## src/design/gbpf_pkg.sv

```systemverilog
// ----------------------------------------------------------------------------
// gbpf_pkg
// shared constants and types of the page framebuffer text blitter
// ----------------------------------------------------------------------------
package gbpf_pkg;

   // operation codes
   localparam logic [2:0] OP_FILL   = 3'd0;
   localparam logic [2:0] OP_CURSOR = 3'd1;
   localparam logic [2:0] OP_LOAD   = 3'd2;
   localparam logic [2:0] OP_DRAW   = 3'd3;
   localparam logic [2:0] OP_READ   = 3'd4;

   // register indexes
   localparam int CSR_IDX_W = 2;
   localparam logic [CSR_IDX_W-1:0] CSR_FONT_WIDTH  = 2'd0;
   localparam logic [CSR_IDX_W-1:0] CSR_FONT_HEIGHT = 2'd1;
   localparam int CSR_DATA_W = 8;

   localparam int FW_W = 5;
   localparam int FH_W = 6;
   localparam logic [FW_W-1:0] FONT_WIDTH_RST  = 5'd7;
   localparam logic [FH_W-1:0] FONT_HEIGHT_RST = 6'd10;

   localparam logic [7:0] FIRST_CODE = 8'd32;
   localparam int GLYPH_W = 16;

   // request to the shared pixel merge unit
   typedef struct packed {
      logic [7:0]         old_byte;
      logic [GLYPH_W-1:0] bits;
      logic [FW_W-1:0]    col;
      logic [2:0]         bit_sel;
      logic               white;
   } pix_req_type;

   typedef struct packed {
      logic [7:0] new_byte;
      logic       wr;
   } pix_rsp_type;

endpackage

```

## src/design/gbpf_pix_unit.sv

```systemverilog
// ----------------------------------------------------------------------------
// gbpf_pix_unit
// merges one glyph pixel into a frame byte
// ----------------------------------------------------------------------------
module gbpf_pix_unit (
   input  gbpf_pkg::pix_req_type pix_req,
   output gbpf_pkg::pix_rsp_type pix_rsp
);

   logic       on;
   logic [7:0] mask;

   // columns past the glyph row width count as clear
   assign on   = !pix_req.col[4] && pix_req.bits[4'd15 - pix_req.col[3:0]];
   assign mask = 8'd1 << pix_req.bit_sel;

   always_comb begin
      pix_rsp.new_byte = on ? (pix_req.old_byte | mask) : (pix_req.old_byte & ~mask);
      pix_rsp.wr       = on || !pix_req.white;
   end

endmodule
```

## config.mk

```make
export PLATFORM = sky130hd
export DESIGN_NAME = gbpf_pix_unit
export DESIGN_NICKNAME = d
export VERILOG_FILES = /design/src/design/gbpf_pkg.sv /design/src/design/gbpf_pix_unit.sv
export SDC_FILE = /design/constraint.sdc
export NUM_CORES = 1
export LEC_CHECK = 0
export BUFFER_PORTS_ARGS = -buffer_cell sky130_fd_sc_hd__buf_2
export CORE_MARGIN = 1
export CORE_UTILIZATION = 35
export DETAILED_ROUTE_END_ITERATION = 8
export GPL_TIMING_DRIVEN = 0
export PLACE_DENSITY_LB_ADDON = 0.1
export SLEW_MARGIN = 5
export SYNTH_ARGS = -nofsm -noshare
export SYNTH_HDL_FRONTEND = slang
export SYNTH_SLANG_ARGS = --single-unit
```

## constraint.sdc

```tcl
create_clock -name vclk -period 2.42
set_input_delay 0.121 -clock vclk [all_inputs]
set_output_delay 0.121 -clock vclk [all_outputs]
set_load 0.01 [all_outputs]
```

==> summary.md <==
| Metric | Value |
|---|---|
| Run status | completed |
| Max-cap violations | 0 |
| First-pass GRT wire length | 2104 µm |
| Worst slack, placed | 797.4 ps |
| Final setup fails | 0 |
| Mapped cell area | 455.4 µm² |
| Vias | 636 |
| Routed wire length | 1197 µm |
| Post-CTS Hold Fix Bufs | 0 |
| Leak pwr | 0.3463 nW |
| DRC viols | 0 |
| Commonest non-fill, non-tap cells in the layout | buf_2, nand4_1, nand3_1 |
| Final Hold Viols | 0 |
| Fin crit share | 67.17% |
| IO Pins | 42 |
| # Post-CTS Setup Buffers | 0 |
| CP Capture Type | output pin |
| P per Cell Area | 163.7 mW/mm² |
| Seq pwr share | 0% |
| Sw power | 0.00005397 W |
| GR Overflow Total | 0 |
| Layout cell share with drive strength beyond 1 | 45.63% |
| Final ANT Viol Nets | 0 |
| Yosys warnings | 0 |
| Core Util, Final | 58.66% |
| Logic pwr share | 100.0% |
| Slew margin rel. | 53.29% |
| Number of DRC markers in iteration 0 | 10 |
| Storage cell area | 0 µm² |
| Dominant cell type by area after synthesis | nand4_1 |
| WP data arrival | 1500 ps |
| Die Ht | 38.07 µm |
| Crit-path most repeated cell | buf_6 |
| Setup CP Type | in -> out |
| RSZ-0062 raised after global routing | no |
| Register area share after synthesis | 0% |
| Initial Utilization | 39.39% |
| CP Launch Type | input pin |
| Seq cells | 0 |
| Fmax | 615.2 MHz |
| DR WL/cell | 10.23 µm |
| Top Family by Delay on Critical Path | multiplexers |
| Fin crit period | 1625 ps |
| Most common cell after layout, fill and taps aside | buf_2 |
| Worst Hold Class | in -> out |
| Cell Int Power | 0.00005702 W |
| Share of the synthesized area in the top cell type | 19.23% |
| Sw Share | 48.62% |
| Number of port buffers | 41 |
| Vias in the first global route | 514 |
| Largest net degree at the start of global routing | 10 |
| # rows | 12 |
| Nets | 138 |
| Crit path buffers/inverters | 3 |
| Max FO, Critical Path | 9 |
| Syn Nets | 95 |
| Top cells by area, synth | nand4_1, nand3_1, mux2i_1 |
| Clock power share | 0% |
| Core Area | 0.001156 mm² |
| Final count of pins violating max slew | 0 |
| Fin Setup TNS | 0 ps |
| Hold_ws | 499.8 ps |
| Die Area | 0.001449 mm² |
| Max VDD drop | 0.08404 mV |
| N_diodes | 0 |
| Chip Width | 38.07 µm |
| Critical path required time | 2300 ps |
| Initial antenna violation count | 0 |
| Setup ws final | 794.5 ps |
| Yosys cell types | 23 |
| CP peak stage delay | 490 ps |
| Post-Syn Instances | 62 |
| Avg Inst Size Synth | 7.346 µm² |
| Crit-path cells | buf_6 > mux4_2 > or2_0 > buf_6 > a41oi_1 > nand2_1 > buf_2 |
| Drt pass-1 iters | 4 |
| Vias/cell | 5.436 |
| Worst path slowest cell | mux4_2 |
| Clock Buffer Count | 0 |
| Worst Tran Pin Value | 700.6 ps |
| Post-CTS Resized | 0 |
| Layout fillers | 116 |
| Gp weighted congestion | 0.7940 |
| Area growth syn-to-layout | 48.90% |
| Global Route Usage Sum | 18.77% |
path summary, 6_finish.rpt:
kind	depth (start not counted)	slack (ps)	from	endpoint
setup / recovery	7	790	pix_req[4]	pix_rsp[4]
hold / removal	3	500	pix_req[0]	pix_rsp[0]
synth_stat cells:
cell / instances
or2_1: 1
mux2i_1: 4
a311oi_2: 1
or2_0: 1
buf_6: 3
and2b_1: 1
nand4_1: 14
inv_1: 2
nand2_1: 3
nand3_1: 9
a41oi_1: 2
mux4_1: 1
nor2_1: 1
nor3b_1: 3
nor2b_1: 2
a22oi_1: 1
and3b_1: 2
nand2b_1: 6
nor3_1: 1
and3_1: 1
and3b_2: 1
mux4_2: 1
and2_1: 1
tightest hold or removal path, cell delays in order:
cell and delay, ps:
buf_2 80, nand3_1 50, buf_2 130
power groups by stage:
stage | logic [W] | registers, W | clock network, W
3_3_place_gp | 0.000110 | 0 | 0
2_1_floorplan | 0.0000632 | 0 | 0
6_report | 0.000111 | 0 | 0
3_5_place_dp | 0.000111 | 0 | 0
4_1_cts | 0.000111 | 0 | 0
5_1_grt | 0.000124 | 0 | 0
routing by layer:
metal | wire [µm] | up-vias | global-route usage (%)
met2 | 582 | 18 | 33.47
met1 | 565 | 286 | 26.57
li1 | - | 332 | -
met3 | 50 | 0 | 0
met4 | 0 | 0 | 0
met5 | 0 | - | 0
through the flow:
stage	power, W	cells	instance area [µm²]
after floorplan	0.00006324	62	455.4
after global placement	0.0001100	117	678.2
after detailed placement	0.0001111	117	678.2
after CTS	0.0001114	117	678.2
after global routing	0.0001239	117	678.2
final	0.0001110	117	678.2
final cells by class:
| cell class | instances | area, µm² | area share, % |
|---|---|---|---|
| plain buffers | 3 | 33.78 | 4.982 |
| inverters | 2 | 7.507 | 1.107 |
| multi-input cells | 57 | 414.1 | 61.07 |
| well taps | 14 | 17.52 | 2.583 |
| repair buffers | 41 | 205.2 | 30.26 |
kinds of logic after synthesis:
group           share of synthesized area (%)
simple gates                            62.64
mux                                     19.51
buf+inv                                 9.066
compound gates                          8.792
(Power assumes the default switching activity.)
